==> src/sv/csfd_pkg.sv <==
// Shared types, constants and the bytewise CRC-32 step for the frame deframer.
`default_nettype none

package csfd_pkg;

  localparam logic [7:0]  SYNC_FIRST  = 8'h55;
  localparam logic [7:0]  SYNC_SECOND = 8'hAA;
  localparam logic [31:0] CRC_POLY    = 32'hEDB88320;
  localparam logic [31:0] CRC_PRESET  = 32'hFFFFFFFF;

  localparam int unsigned IDX_W      = 10;
  localparam int unsigned LEN_OUT_W  = 10;
  localparam int unsigned FIFO_DEPTH = 4;

  // Result kinds as seen on the output port.
  typedef enum logic [1:0] {
    KIND_DATA = 2'd0,
    KIND_GOOD = 2'd1,
    KIND_BAD  = 2'd2
  } kind_e;

  // What the back end has to do with a queued byte.
  typedef enum logic [2:0] {
    CLS_START,
    CLS_HDR,
    CLS_DATA,
    CLS_CRC,
    CLS_LAST
  } cls_e;

  // Parser states of the front end.
  typedef enum logic [3:0] {
    ST_HUNT,
    ST_SYNC2,
    ST_CMD,
    ST_LEN_LO,
    ST_LEN_HI,
    ST_SEQ_LO,
    ST_SEQ_HI,
    ST_PAYLOAD,
    ST_CRC
  } state_e;

  typedef struct packed {
    cls_e                   cls;
    logic [7:0]             data;
    logic [IDX_W-1:0]       idx;
    logic [7:0]             cmd;
    logic [LEN_OUT_W-1:0]   len;
  } entry_t;

  // Reflected CRC-32, one byte folded in, no final inversion.
  function automatic logic [31:0] crc_byte(input logic [31:0] crc, input logic [7:0] b);
    logic [31:0] c;
    c = crc ^ {24'd0, b};
    for (int k = 0; k < 8; k++) begin
      c = (c >> 1) ^ (c[0] ? CRC_POLY : 32'd0);
    end
    return c;
  endfunction

endpackage

`default_nettype wire

==> src/sv/csfd_front.sv <==
// Front end: frame parser that classifies each received byte and queues work.
`default_nettype none

module csfd_front #(
  parameter int unsigned MAX_PAYLOAD = 512
) (
  input  wire logic             clk_i,
  input  wire logic             rst_ni,
  input  wire logic             acc_i,
  input  wire logic [7:0]       rx_byte_i,
  output logic                  push_o,
  output csfd_pkg::entry_t      entry_o
);

  localparam int unsigned CNT_W     = $clog2(MAX_PAYLOAD + 2);
  localparam logic [15:0] LEN_LIMIT = 16'(MAX_PAYLOAD + 1);

  csfd_pkg::state_e state_q, state_d;
  logic [7:0]       cmd_q, cmd_d;
  logic [15:0]      len_q, len_d;
  logic [CNT_W-1:0] pay_cnt_q, pay_cnt_d;
  logic [1:0]       crc_cnt_q, crc_cnt_d;

  always_ff @(posedge clk_i or negedge rst_ni) begin
    if (!rst_ni) begin
      state_q   <= csfd_pkg::ST_HUNT;
      cmd_q     <= '0;
      len_q     <= '0;
      pay_cnt_q <= '0;
      crc_cnt_q <= '0;
    end else begin
      state_q   <= state_d;
      cmd_q     <= cmd_d;
      len_q     <= len_d;
      pay_cnt_q <= pay_cnt_d;
      crc_cnt_q <= crc_cnt_d;
    end
  end

  always_comb begin
    state_d       = state_q;
    cmd_d         = cmd_q;
    len_d         = len_q;
    pay_cnt_d     = pay_cnt_q;
    crc_cnt_d     = crc_cnt_q;
    push_o        = 1'b0;
    entry_o.cls   = csfd_pkg::CLS_HDR;
    entry_o.data  = rx_byte_i;
    entry_o.idx   = csfd_pkg::IDX_W'(pay_cnt_q);
    entry_o.cmd   = cmd_q;
    entry_o.len   = csfd_pkg::LEN_OUT_W'(len_q);
    if (acc_i) begin
      unique case (state_q)
        csfd_pkg::ST_HUNT: begin
          if (rx_byte_i == csfd_pkg::SYNC_FIRST) state_d = csfd_pkg::ST_SYNC2;
        end
        csfd_pkg::ST_SYNC2: begin
          // A wrong second sync byte is not rechecked as a first sync byte.
          if (rx_byte_i == csfd_pkg::SYNC_SECOND) begin
            state_d     = csfd_pkg::ST_CMD;
            push_o      = 1'b1;
            entry_o.cls = csfd_pkg::CLS_START;
          end else begin
            state_d = csfd_pkg::ST_HUNT;
          end
        end
        csfd_pkg::ST_CMD: begin
          cmd_d   = rx_byte_i;
          push_o  = 1'b1;
          state_d = csfd_pkg::ST_LEN_LO;
        end
        csfd_pkg::ST_LEN_LO: begin
          len_d   = {len_q[15:8], rx_byte_i};
          push_o  = 1'b1;
          state_d = csfd_pkg::ST_LEN_HI;
        end
        csfd_pkg::ST_LEN_HI: begin
          len_d   = {rx_byte_i, len_q[7:0]};
          push_o  = 1'b1;
          state_d = csfd_pkg::ST_SEQ_LO;
        end
        csfd_pkg::ST_SEQ_LO: begin
          push_o  = 1'b1;
          state_d = csfd_pkg::ST_SEQ_HI;
        end
        csfd_pkg::ST_SEQ_HI: begin
          push_o    = 1'b1;
          pay_cnt_d = '0;
          crc_cnt_d = '0;
          if (len_q > LEN_LIMIT) begin
            state_d = csfd_pkg::ST_HUNT;
          end else if (len_q == 16'd0) begin
            state_d = csfd_pkg::ST_CRC;
          end else begin
            state_d = csfd_pkg::ST_PAYLOAD;
          end
        end
        csfd_pkg::ST_PAYLOAD: begin
          push_o      = 1'b1;
          entry_o.cls = csfd_pkg::CLS_DATA;
          pay_cnt_d   = pay_cnt_q + 1'b1;
          if (16'(pay_cnt_q) + 16'd1 == len_q) state_d = csfd_pkg::ST_CRC;
        end
        csfd_pkg::ST_CRC: begin
          push_o    = 1'b1;
          crc_cnt_d = crc_cnt_q + 1'b1;
          if (crc_cnt_q == 2'd3) begin
            entry_o.cls = csfd_pkg::CLS_LAST;
            state_d     = csfd_pkg::ST_HUNT;
          end else begin
            entry_o.cls = csfd_pkg::CLS_CRC;
          end
        end
        default: state_d = csfd_pkg::ST_HUNT;
      endcase
    end
  end

endmodule

`default_nettype wire

==> src/sv/csfd_fifo.sv <==
// Short work queue between the parser and the CRC/result back end.
`default_nettype none

module csfd_fifo (
  input  wire logic              clk_i,
  input  wire logic              rst_ni,
  input  wire logic              push_i,
  input  wire csfd_pkg::entry_t  push_data_i,
  output logic                   full_o,
  input  wire logic              pop_i,
  output logic                   empty_o,
  output csfd_pkg::entry_t       pop_data_o
);

  localparam int unsigned PTR_W = $clog2(csfd_pkg::FIFO_DEPTH);
  localparam int unsigned CNT_W = $clog2(csfd_pkg::FIFO_DEPTH + 1);

  csfd_pkg::entry_t  slot_q [csfd_pkg::FIFO_DEPTH];
  logic [PTR_W-1:0]  wr_ptr_q, rd_ptr_q;
  logic [CNT_W-1:0]  count_q, count_d;

  assign full_o     = (count_q == CNT_W'(csfd_pkg::FIFO_DEPTH));
  assign empty_o    = (count_q == '0);
  assign pop_data_o = slot_q[rd_ptr_q];

  always_comb begin
    count_d = count_q;
    if (push_i && !pop_i) count_d = count_q + 1'b1;
    else if (!push_i && pop_i) count_d = count_q - 1'b1;
  end

  always_ff @(posedge clk_i or negedge rst_ni) begin
    if (!rst_ni) begin
      wr_ptr_q <= '0;
      rd_ptr_q <= '0;
      count_q  <= '0;
    end else begin
      if (push_i) wr_ptr_q <= wr_ptr_q + 1'b1;
      if (pop_i) rd_ptr_q <= rd_ptr_q + 1'b1;
      count_q <= count_d;
    end
  end

  always_ff @(posedge clk_i) begin
    if (push_i) slot_q[wr_ptr_q] <= push_data_i;
  end

endmodule

`default_nettype wire

==> src/sv/csfd_back.sv <==
// Back end: runs the CRC, gathers the received CRC and drives the result register.
`default_nettype none

module csfd_back (
  input  wire logic                          clk_i,
  input  wire logic                          rst_ni,
  input  wire logic                          empty_i,
  input  wire csfd_pkg::entry_t              entry_i,
  output logic                               pop_o,
  output logic                               out_valid_o,
  input  wire logic                          out_ready_i,
  output logic [1:0]                         kind_o,
  output logic [7:0]                         command_o,
  output logic [7:0]                         data_byte_o,
  output logic [csfd_pkg::IDX_W-1:0]         byte_index_o,
  output logic [csfd_pkg::LEN_OUT_W-1:0]     payload_length_o
);

  logic [31:0] crc_q, crc_d;
  logic [31:0] rx_crc_q, rx_crc_d;
  logic        ov_q, ov_d;
  logic        load;
  logic [31:0] rx_full;
  logic [1:0]                      kind_q, kind_d;
  logic [7:0]                      cmd_q, cmd_d;
  logic [7:0]                      data_q, data_d;
  logic [csfd_pkg::IDX_W-1:0]      idx_q, idx_d;
  logic [csfd_pkg::LEN_OUT_W-1:0]  len_q, len_d;

  assign pop_o   = !empty_i && (!ov_q || out_ready_i);
  assign rx_full = {entry_i.data, rx_crc_q[31:8]};

  always_comb begin
    crc_d    = crc_q;
    rx_crc_d = rx_crc_q;
    load     = 1'b0;
    kind_d   = kind_q;
    cmd_d    = entry_i.cmd;
    data_d   = entry_i.data;
    idx_d    = entry_i.idx;
    len_d    = entry_i.len;
    if (pop_o) begin
      unique case (entry_i.cls)
        csfd_pkg::CLS_START: begin
          crc_d    = csfd_pkg::CRC_PRESET;
          rx_crc_d = '0;
        end
        csfd_pkg::CLS_HDR: begin
          crc_d = csfd_pkg::crc_byte(crc_q, entry_i.data);
        end
        csfd_pkg::CLS_DATA: begin
          crc_d  = csfd_pkg::crc_byte(crc_q, entry_i.data);
          load   = 1'b1;
          kind_d = csfd_pkg::KIND_DATA;
        end
        csfd_pkg::CLS_CRC: begin
          rx_crc_d = rx_full;
        end
        csfd_pkg::CLS_LAST: begin
          rx_crc_d = rx_full;
          load     = 1'b1;
          kind_d   = ((~crc_q) == rx_full) ? csfd_pkg::KIND_GOOD : csfd_pkg::KIND_BAD;
          data_d   = '0;
          idx_d    = '0;
        end
        default: ;
      endcase
    end
    ov_d = (ov_q && !out_ready_i) || load;
  end

  always_ff @(posedge clk_i or negedge rst_ni) begin
    if (!rst_ni) begin
      crc_q    <= csfd_pkg::CRC_PRESET;
      rx_crc_q <= '0;
      ov_q     <= 1'b0;
    end else begin
      crc_q    <= crc_d;
      rx_crc_q <= rx_crc_d;
      ov_q     <= ov_d;
    end
  end

  always_ff @(posedge clk_i) begin
    if (load) begin
      kind_q <= kind_d;
      cmd_q  <= cmd_d;
      data_q <= data_d;
      idx_q  <= idx_d;
      len_q  <= len_d;
    end
  end

  assign out_valid_o      = ov_q;
  assign kind_o           = kind_q;
  assign command_o        = cmd_q;
  assign data_byte_o      = data_q;
  assign byte_index_o     = idx_q;
  assign payload_length_o = len_q;

endmodule

`default_nettype wire

==> src/sv/crc32_sync_frame_deframer.sv <==
// Top level of the sync-word framed receiver with CRC-32 verdict.
//
//   Channel | Direction | Handshake              | Payload
//   --------+-----------+------------------------+------------------------------------------
//   in      | input     | in_valid_i/in_ready_o  | rx_byte_i
//   out     | output    | out_valid_o/out_ready_i| kind_o, command_o, data_byte_o,
//           |           |                        | byte_index_o, payload_length_o
//
// One byte transaction is taken per cycle while the queue is not full. A byte that yields a
// result goes through the queue: the parser writes it there at the accept edge, and the back
// end pops it once the output register is free or taken, folds it into the CRC and loads the
// output register. The input stalls only when the four-entry queue is full, which happens
// only while the output is held off; the output register refills in the cycle it is taken.
// Reset returns the parser to hunting for the first sync byte and presets the CRC.
`default_nettype none

module crc32_sync_frame_deframer #(
  parameter int unsigned MAX_PAYLOAD = 512
) (
  input  wire logic                              clk_i,
  input  wire logic                              rst_ni,
  input  wire logic                              in_valid_i,
  output logic                                   in_ready_o,
  input  wire logic [7:0]                        rx_byte_i,
  output logic                                   out_valid_o,
  input  wire logic                              out_ready_i,
  output logic [1:0]                             kind_o,
  output logic [7:0]                             command_o,
  output logic [7:0]                             data_byte_o,
  output logic [csfd_pkg::IDX_W-1:0]             byte_index_o,
  output logic [csfd_pkg::LEN_OUT_W-1:0]         payload_length_o
);

  // The front end classifies bytes as sync, header, payload or CRC; only bytes that
  // matter to the back end are pushed into the queue.
  logic             in_acc;
  logic             push;
  logic             full;
  logic             pop;
  logic             empty;
  csfd_pkg::entry_t push_entry;
  csfd_pkg::entry_t head_entry;

  assign in_ready_o = !full;
  assign in_acc     = in_valid_i && in_ready_o;

  csfd_front #(
    .MAX_PAYLOAD(MAX_PAYLOAD)
  ) u_front (
    .clk_i    (clk_i),
    .rst_ni   (rst_ni),
    .acc_i    (in_acc),
    .rx_byte_i(rx_byte_i),
    .push_o   (push),
    .entry_o  (push_entry)
  );

  csfd_fifo u_fifo (
    .clk_i      (clk_i),
    .rst_ni     (rst_ni),
    .push_i     (push),
    .push_data_i(push_entry),
    .full_o     (full),
    .pop_i      (pop),
    .empty_o    (empty),
    .pop_data_o (head_entry)
  );

  // The back end keeps the running CRC and the gathered CRC word, and owns the
  // output register, so a waiting result never blocks the parser directly.
  csfd_back u_back (
    .clk_i           (clk_i),
    .rst_ni          (rst_ni),
    .empty_i         (empty),
    .entry_i         (head_entry),
    .pop_o           (pop),
    .out_valid_o     (out_valid_o),
    .out_ready_i     (out_ready_i),
    .kind_o          (kind_o),
    .command_o       (command_o),
    .data_byte_o     (data_byte_o),
    .byte_index_o    (byte_index_o),
    .payload_length_o(payload_length_o)
  );

endmodule

`default_nettype wire

==> config.mk <==
export PLATFORM = sky130hd
export DESIGN_NAME = crc32_sync_frame_deframer
export DESIGN_NICKNAME = d
export VERILOG_FILES = /design/src/sv/csfd_pkg.sv /design/src/sv/csfd_front.sv /design/src/sv/csfd_fifo.sv /design/src/sv/csfd_back.sv /design/src/sv/crc32_sync_frame_deframer.sv
export SDC_FILE = /design/constraint.sdc
export NUM_CORES = 1
export LEC_CHECK = 0
export BUFFER_PORTS_ARGS = -buffer_cell sky130_fd_sc_hd__buf_2
export CELL_PAD_IN_SITES_DETAIL_PLACEMENT = 2
export CELL_PAD_IN_SITES_GLOBAL_PLACEMENT = 2
export CORE_MARGIN = 4
export CORE_UTILIZATION = 30
export CTS_BUF_LIST = sky130_fd_sc_hd__clkbuf_4 sky130_fd_sc_hd__clkbuf_8
export DETAILED_ROUTE_END_ITERATION = 8
export GPL_ROUTABILITY_DRIVEN = 1
export PLACE_DENSITY = 0.65
export REMOVE_ABC_BUFFERS = 1
export SLEW_MARGIN = 20
export SYNTH_ARGS = -nofsm -noshare
export SYNTH_HDL_FRONTEND = slang
export SYNTH_SLANG_ARGS = --single-unit
==> constraint.sdc <==
create_clock -name clk_i -period 5.3 [get_ports clk_i]
set_clock_uncertainty 0.1 [all_clocks]
set_input_delay 0.795 -clock clk_i [delete_from_list [all_inputs] [get_ports clk_i]]
set_output_delay 0.795 -clock clk_i [all_outputs]
set_load 0.05 [all_outputs]
==> results.md, run 1 <==
* Final setup vio count at 0
* Core Rows at 76
* Critical Path AT at 3.95 ns
* Initial antenna violation count at 0
* Area grow syn2layout at 16.1%
* Final ANT Viol Nets at 0
* Post-synth cell types at 62
* Slack of the critical path at 1.78 ns
* DRT Wirelength at 36.0 mm
* Vias in the first global route at 8,657
* Status: completed
* Worst Setup SP: u_fifo.rd_ptr_q[0]$_DFFE_PN0P_
* Num CTS Buffers at 53
* Die area at 47,300 um2
* Max-Cap Viols at 0
* RR Startpoint: u_fifo.rd_ptr_q[0]$_DFFE_PN0P_
* FFs w/ async S/R, synth at 0.349
* Max clock buf depth at 3
* DRC viols at 0
* Sequential share of the synthesized area at 0.643
* Core area at 43,300 um2
* Top FF cell, synth: edfxtp_1
* Ant diodes at 0
* Max Clock Freq at 284 MHz
* Critical Path Sink Type: register
* Slew HR at 0.337
* Post-CTS sizing at 0
* Slew Limit Fails at 0
* Layout cell share with drive strength beyond 1 at 0.283
* TritonCTS Sinks at 298
* Boundary pin count at 52
* DR vias/cell at 4.84
* Hold Path Class: input port to asynchronous set/reset pin
* Global router's overall resource usage at 0.153
* Clock-pin slew on the worst setup and hold paths at 0.06 ns
* CTS tree: built
* DR pass1 iterations at 5
* Final min period at 3.52 ns
* Pre-CTS WS at 1.18 ns
* Clock Latency Late Sink at 0.64 ns
* Root buffer cell: clkbuf_8
* Detailed Place HPWL at 24.3 mm
* Commonest non-fill, non-tap cell in the layout: edfxtp_1
* Die Span Y at 217 um
* PortBufs at 51
* #FFs+latches synth at 298
* Synth area leaders: edfxtp_1, dfrtp_1, mux4_2
* Nets at 1,008
* Via count at 7,829
* Drt wl/cell at 22.3 um
* Synthesized area at 13,200 um2
* Synth Warn # at 0
* CP max FO at 43
* Synth top area share at 0.443
* Dominant cell type by area after synthesis: edfxtp_1
* Initial DRC Count at 479
* Mapped Avg Cell Area at 14.6 um2
* H-tree depth at 2
* CP Data Required Time at 5.73 ns
* Setup Crit Path Kind: register to register
* Pin count of the biggest net entering global routing at 65
* RSZ-0062 raised after global routing: false
* Die Width at 217 um
* Nature of the critical path startpoint: register
* Most frequent cells in the layout: edfxtp_1, nand2_1, xnor2_1, dfrtp_1, clkbuf_8
* Post-synth EDFFs at 194
* Placer Congestion at 0.758
* Initial Util at 0.304
* Period utilization at 0.664
* Cells after Synth at 899
* Wire length of the first global-routing pass at 55.5 mm
* Final count of hold timing violations at 0
* Grt ovf at 0
* Hold-fix buffers at CTS at 0
* Worst slew pin tran at 0.988 ns
* Postcts setup bufs at 0
layer usage:
layer | share of wire | vias up | track usage
li1 | - | 3512 | -
met3 | 0.048 | 45 | 0.0293
met4 | 0.015 | 0 | 0.0352
met5 | 0 | - | 0
met2 | 0.47 | 172 | 0.246
met1 | 0.46 | 4100 | 0.217
stage by stage:
| stage | area, um2 | setup TNS [ns] | util | hold WS [ns] | cells |
|---|---|---|---|---|---|
| detailed placement | 14200 | 0 | 0.328 | 0.396 | 1518 |
| global route | 15300 | 0 | 0.353 | 0.262 | 1617 |
| finish | 15300 | 0 | 0.353 | 0.222 | 1617 |
| floorplan | 13000 | -32.56 | - | 0.357 | 863 |
| global placement | 14200 | 0 | 0.328 | 0.383 | 1518 |
| CTS | 15300 | 0 | 0.353 | 0.218 | 1617 |
final timing paths:
kind	end	slack (ns)	cells past startpoint
worst max-delay path	u_back.crc_q[24]$_DFFE_PN1P_	1.78	7
worst min-delay path	u_back.rx_crc_q[16]$_DFFE_PN0P_	0.22	1
worst max register to register	u_back.crc_q[24]$_DFFE_PN1P_	1.78	7
worst min register to register	u_fifo.slot_q[3][14]$_DFFE_PP_	0.40	0
max in group asynchronous	u_front.crc_cnt_q[1]$_DFFE_PN0P_	3.71	2
min in group clk_i	u_fifo.slot_q[3][32]$_DFFE_PP_	0.38	1
kinds of logic (layout without fill, tap and decap cells):
logic type | after synthesis | count (layout) | synth area share
DFF | 298 | 298 | 0.643
and+or+nand+nor | 229 | 229 | 0.0818
buffers and inverters | 46 | 179 | 0.0145
AOI/OAI and AO/OA | 125 | 125 | 0.0586
xor gates and xnor gates | 119 | 119 | 0.0974
muxes | 74 | 74 | 0.0961
adders and majority gates | 8 | 8 | 0.00817
cells in the mapped netlist, types with 2 or more instances:
cell	instances
a31oi_1	5
nor2b_1	12
xor2_1	32
a32o_1	2
nand2_1	85
buf_2	9
a21oi_1	34
xnor2_1	70
inv_1	10
o21ai_1	2
or3_1	6
mux4_2	38
ha_1	7
and2_1	5
xnor2_4	10
xor2_2	3
a21o_1	2
nand3b_1	2
nor4_1	8
nor2_1	59
dfrtp_1	72
clkbuf_1	24
o22a_1	7
a221oi_1	2
edfxtp_1	194
o21ai_0	41
o211ai_1	3
xnor2_2	4
buf_1	2
o21a_1	2
nand4_1	8
dfstp_2	32
nor4bb_1	3
nor3_1	10
nand2b_1	3
o21ba_2	2
nor3b_1	3
mux2i_1	9
nand3_1	15
o31ai_1	13
or2_2	2
and3_1	2
mux2_2	26
worst max-delay path, stage by stage, from the launching register on:
cell and delay (ns):
dfrtp_4 0.62, buf_4 0.64, mux4_1 0.78, xnor2_4 0.42
xnor2_2 0.25, xor2_2 0.31, xor2_1 0.19, a21oi_1 0.09
state kept, by name, indices dropped and copies added, names as in the netlist, 10 cells and up:
signal and flops:
u_fifo.slot_q 156, u_front.pay_cnt_q 10, u_back.rx_crc_q 24, u_back.payload_length_o 10, u_front.len_q 16, u_back.crc_q 32
u_back.byte_index_o 10
layout make-up:
cell class                 count  area [um2]
sequential                   298        8470
tap                          585         732
inverter                      10        37.5
timing repair buffer          70         400
clock inverter                15         113
clock buffer                  84        1000
multi-input combinational    555        4530
fill                        4398       28000
Power of run 1 is left out: the tool's default activity adds up to more than one toggle a clock period on the data nets, which glitch-free logic cannot reach.
==> run 2: changes to the inputs <==
==> constraint.sdc (replaced) <==
create_clock -name clk_i -period 3.7 [get_ports clk_i]
set_clock_uncertainty 0.1 [all_clocks]
set_input_delay 0.555 -clock clk_i [delete_from_list [all_inputs] [get_ports clk_i]]
set_output_delay 0.555 -clock clk_i [all_outputs]
set_load 0.05 [all_outputs]
==> results.md, run 2 (synthesized netlist as in run 1, its figures left out) <==
* Status: completed
* Slew Limit Fails at 0
* Pin count of the biggest net entering global routing at 48
* CP Data Required Time at 3.93 ns
* Final min period at 2.96 ns
* Initial DRC Count at 510
* Initial Util at 0.304
* Drt wl/cell at 22.1 um
* DR vias/cell at 4.83
* Hold path startpoint: rx_byte_i[3]
* GR Layer Usage met3 at 0.0234
* Num CTS Buffers at 51
* Gr busiest metal: met2
* Pre-CTS WS at 0.379 ns
* Met1 global-route usage at 0.218
* Critical Path Sink Type: register
* Slack of the critical path at 0.738 ns
* RR Startpoint: u_fifo.rd_ptr_q[0]$_DFFE_PN0P_
* Most frequent cells in the layout: edfxtp_1, nand2_1, xnor2_1, dfrtp_1, nor2_1
* Max Clock Freq at 338 MHz
* Ant diodes at 0
* Core area at 43,300 um2
* RSZ-0062 raised after global routing: false
* Initial antenna violation count at 1
* Biggest register: u_fifo.slot_q
* Final setup vio count at 0
* Fin Setup TNS at 0 ns
* Via count at 7,855
* Wire length of the first global-routing pass at 56.0 mm
* Die area at 47,300 um2
* Worst slew pin tran at 0.791 ns
* FF-to-FF path depth at 6
* TritonCTS Sinks at 298
* Hold Path Depth at 1
* Top flop regs: u_fifo.slot_q: 156 flops, u_back.crc_q: 32 flops, u_back.rx_crc_q: 24 flops
* CP max FO at 35
* Final count of hold timing violations at 0
* Global router's overall resource usage at 0.153
* Placer Congestion at 0.775
* Die Span Y at 217 um
* Hold Path Class: input port to register
* Nets at 1,017
* Die Width at 217 um
* Root buffer cell: clkbuf_8
* Reg-to-reg endpoint: u_back.byte_index_o[0]$_DFFE_PP_
* CTS tree: built
* DRT Wirelength at 35.9 mm
* PortBufs at 51
* Commonest non-fill, non-tap cell in the layout: edfxtp_1
* Max-Cap Viols at 0
* Slew HR at 0.469
* Max FFs per register at 156
* Setup Crit Path Kind: register to register
* H-tree depth at 2
* Hold WS at 0.162 ns
* Critical Path AT at 3.19 ns
* Clock-pin slew on the worst setup and hold paths at 0.06 ns
* Grt ovf at 0
* Fillers at 4,362
* Post-CTS sizing at 0
* Postcts setup bufs at 0
* Clock Latency Late Sink at 0.60 ns
* Area grow syn2layout at 17.4%
* Met2 GRT Util at 0.246
* Final ANT Viol Nets at 0
* Hold Crit Endpoint: u_fifo.slot_q[1][31]$_DFFE_PP_
* DRC viols at 0
* Boundary pin count at 52
* Period utilization at 0.801
* DR pass1 iterations at 5
* Layout cell share with drive strength beyond 1 at 0.288
* Nature of the critical path startpoint: register
* Vias in the first global route at 8,805
* Detailed Place HPWL at 24.2 mm
* Max clock buf depth at 3
* Core Rows at 76
* R2R setup slack at 0.74 ns
* Util after Layout at 0.357
[run 2: worst max path at each step]
stage,from,end,slack (ns),cells past startpoint
after detailed placement,rx_byte_i[7],u_fifo.count_q[2]$_DFFE_PN0P_,0.38,11
final,u_fifo.rd_ptr_q[0]$_DFFE_PN0P_,u_back.byte_index_o[0]$_DFFE_PP_,0.74,6
after CTS,u_fifo.rd_ptr_q[0]$_DFFE_PN0P_,u_back.byte_index_o[0]$_DFFE_PP_,0.66,6
after floorplan,u_fifo.rd_ptr_q[0]$_DFFE_PN0P_,u_back.byte_index_o[0]$_DFFE_PP_,-2.24,3
after global placement,rx_byte_i[7],u_fifo.count_q[2]$_DFFE_PN0P_,0.49,11
after global routing,u_fifo.rd_ptr_q[0]$_DFFE_PN0P_,u_back.byte_index_o[0]$_DFFE_PP_,0.52,6
[run 2: layout make-up]
cell class / count / area [um2] / share of cell area
flip-flops and latches: 298 / 8470 / 0.548
clock inverters: 16 / 165 / 0.0107
clock buffers: 80 / 945 / 0.0611
multi-input cells: 555 / 4530 / 0.293
inverters: 10 / 37.5 / 0.00243
well taps: 585 / 732 / 0.0474
repair buffers: 81 / 573 / 0.0371
[run 2: layer usage]
metal / vias to the layer above / wire [um]
met3: 57 / 1560
met2: 138 / 16800
met4: 2 / 709
met1: 4126 / 16800
li1: 3532 / -
met5: - / 7
[run 2: timing repair]
item,CTS,global route
hold endpoints to repair,19,0
hold buffers,1,0
setup endpoints to repair,0,0
[run 2: critical path: stages, from the launching register on]
cell	delay (ns)
dfrtp_4	0.77
mux4_2	0.64
nor2_1	0.29
nand2_1	0.20
nor2_2	0.25
buf_4	0.32
nor2b_1	0.09
[run 2: stage by stage]
step / std cells / cell area (um2)
2_1_floorplan: 863 / 13000
6_report: 1625 / 15500
4_1_cts: 1625 / 15500
3_5_place_dp: 1528 / 14300
5_1_grt: 1625 / 15500
3_3_place_gp: 1528 / 14300
Power of run 2 is left out for the same reason.
==> run 3: changes to the inputs <==
==> constraint.sdc (replaced) <==
create_clock -name clk_i -period 3 [get_ports clk_i]
set_clock_uncertainty 0.1 [all_clocks]
set_input_delay 0.45 -clock clk_i [delete_from_list [all_inputs] [get_ports clk_i]]
set_output_delay 0.45 -clock clk_i [all_outputs]
set_load 0.05 [all_outputs]
==> results.md, run 3 (synthesized netlist as in run 1, its figures left out) <==
* Num CTS Buffers at 52
* Critical Path Sink Type: register
* PortBufs at 51
* Slowest cell delay on critical path at 0.60 ns
* Core area at 43,300 um2
* Pin count of the biggest net entering global routing at 50
* Root buffer cell: clkbuf_8
* Initial antenna violation count at 0
* H-tree depth at 2
* Most frequent cells in the layout: edfxtp_1, nand2_1, xnor2_1, dfrtp_1, clkbuf_8
* DRT Wirelength at 35.6 mm
* Reg-to-reg endpoint: u_back.crc_q[26]$_DFFE_PN1P_
* RSZ-0062 raised after global routing: false
* Boundary pin count at 52
* Status: completed
* Util after Layout at 0.362
* Max-Cap Viols at 0
* Nature of the critical path startpoint: register
* Most frequent CP cell: xnor2_2
* Detailed Place HPWL at 24.4 mm
* Max FFs per register at 156
* Fin area at 15,700 um2
* Initial DRC Count at 417
* Worst Setup SP: u_fifo.rd_ptr_q[0]$_DFFE_PN0P_
* Final count of hold timing violations at 0
* CTS tree: built
* Biggest register: u_fifo.slot_q
* Final setup vio count at 0
* Hold Path Class: input port to register
* Vias in the first global route at 8,806
* Ant diodes at 0
* Slowest-stage cell, CP: dfrtp_4
* Die area at 47,300 um2
* Slew Limit Fails at 0
* RR Startpoint: u_fifo.rd_ptr_q[0]$_DFFE_PN0P_
* Via count at 7,938
* Initial Util at 0.304
* Period utilization at 0.929
* # placed instances at 1,552
* GR Layer Usage met3 at 0.0295
* Layout cell share with drive strength beyond 1 at 0.310
* Placer Congestion at 0.784
* DRC viols at 0
* Gr busiest metal: met2
* Drt wl/cell at 21.5 um
* Final ANT Viol Nets at 0
* CP max FO at 19
* Nets at 1,042
* Hold Path Depth at 2
* CP Data Required Time at 3.43 ns
* Clock-pin slew on the worst setup and hold paths at 0.06 ns
* Hold WS at 0.0936 ns
* Setup crit end: u_back.crc_q[26]$_DFFE_PN1P_
* Die Span Y at 217 um
* Slew HR at 0.437
* Met1 global-route usage at 0.211
* Met2 GRT Util at 0.248
* Max Clock Freq at 359 MHz
* TritonCTS Sinks at 298
* Non-filler instance count after layout at 1,651
* Core Rows at 76
* Die Width at 217 um
* Commonest non-fill, non-tap cell in the layout: edfxtp_1
* Final min period at 2.79 ns
* Worst slew pin tran at 0.838 ns
* DR pass1 iterations at 4
* Global router's overall resource usage at 0.153
* Cell breakdown of the critical path: buf_4 -> mux4_2 -> xnor2_4 -> xnor2_2 -> xnor2_2 -> xnor2_1 -> a21oi_1
* Top flop regs: u_fifo.slot_q: 156 flops, u_back.crc_q: 32 flops, u_back.rx_crc_q: 24 flops
* Setup Crit Path Kind: register to register
* Max clock buf depth at 3
* Grt ovf at 0
* R2R setup slack at 0.21 ns
* FF-to-FF path depth at 7
* DR vias/cell at 4.81
* Wire length of the first global-routing pass at 55.6 mm
* Clock Latency Late Sink at 0.64 ns
* Critical Path AT at 3.22 ns
* Placed instance area at 14,600 um2
* Area grow syn2layout at 19.1%
* Fillers at 4,383
==> run 3: cell count changes in the layout (fill, tap and decap cells not counted), moves of 2 or more <==
cell / change
buf_12: +3
buf_4: +21
bufinv_16: -2
clkbuf_8: +5
clkinv_1: -4
clkinv_2: +2
clkinvlp_4: +2
==> run 3: worst max-delay path, delay by kind of cell (launching register included) <==
family	cells	cell delay (ns)
xor gates and xnor gates	4	1.03
DFF	1	0.60
AOI/OAI and AO/OA	1	0.17
muxes	1	0.60
buffers and inverters	1	0.21
==> run 3: through the flow <==
stage | setup slack [ns] | setup TNS [ns]
after global routing | 0.0375 | 0
final | 0.212 | 0
after global placement | 0.215 | 0
after detailed placement | 0.155 | 0
after CTS | 0.118 | 0
after floorplan | -2.94 | -257.46
==> run 3: how the worst min path moves through the flow <==
stage,startpoint,end,slack [ns]
6_report,rx_byte_i[5],u_fifo.slot_q[2][33]$_DFFE_PP_,0.09
3_3_place_gp,u_fifo.count_q[2]$_DFFE_PN0P_,u_fifo.count_q[2]$_DFFE_PN0P_,0.38
2_1_floorplan,rst_ni,u_back.out_valid_o$_DFF_PN0_,0.05
5_1_grt,rx_byte_i[5],u_fifo.slot_q[2][33]$_DFFE_PP_,0.06
3_5_place_dp,u_front.len_q[13]$_DFFE_PN0P_,u_front.len_q[13]$_DFFE_PN0P_,0.39
4_1_cts,rx_byte_i[6],u_fifo.slot_q[0][34]$_DFFE_PP_,0.05
==> run 3: routing by layer <==
metal / wire length [um] / vias up
met5: 0 / -
met4: 835 / 0
met3: 1320 / 60
met2: 16900 / 141
met1: 16500 / 4162
li1: - / 3575
==> run 3: repair_timing <==
action | in CTS | in global routing
hold endpoints to repair | 19 | 0
endpoints found under the setup margin | 0 | 1
hold buffers | 1 | 0
buffers inserted | 0 | 0
resized for setup | 0 | 1
==> run 3: layout make-up <==
class                   count  area (um2)  share of cell area
clock buffers              85        1010              0.0646
clock inverters            13         104             0.00662
inverters                  10        37.5             0.00239
multi-input cells         555        4530               0.289
flip-flops and latches    298        8470               0.540
well taps                 585         732              0.0467
repair buffers            105         791              0.0504
Power of run 3 is left out for the same reason.
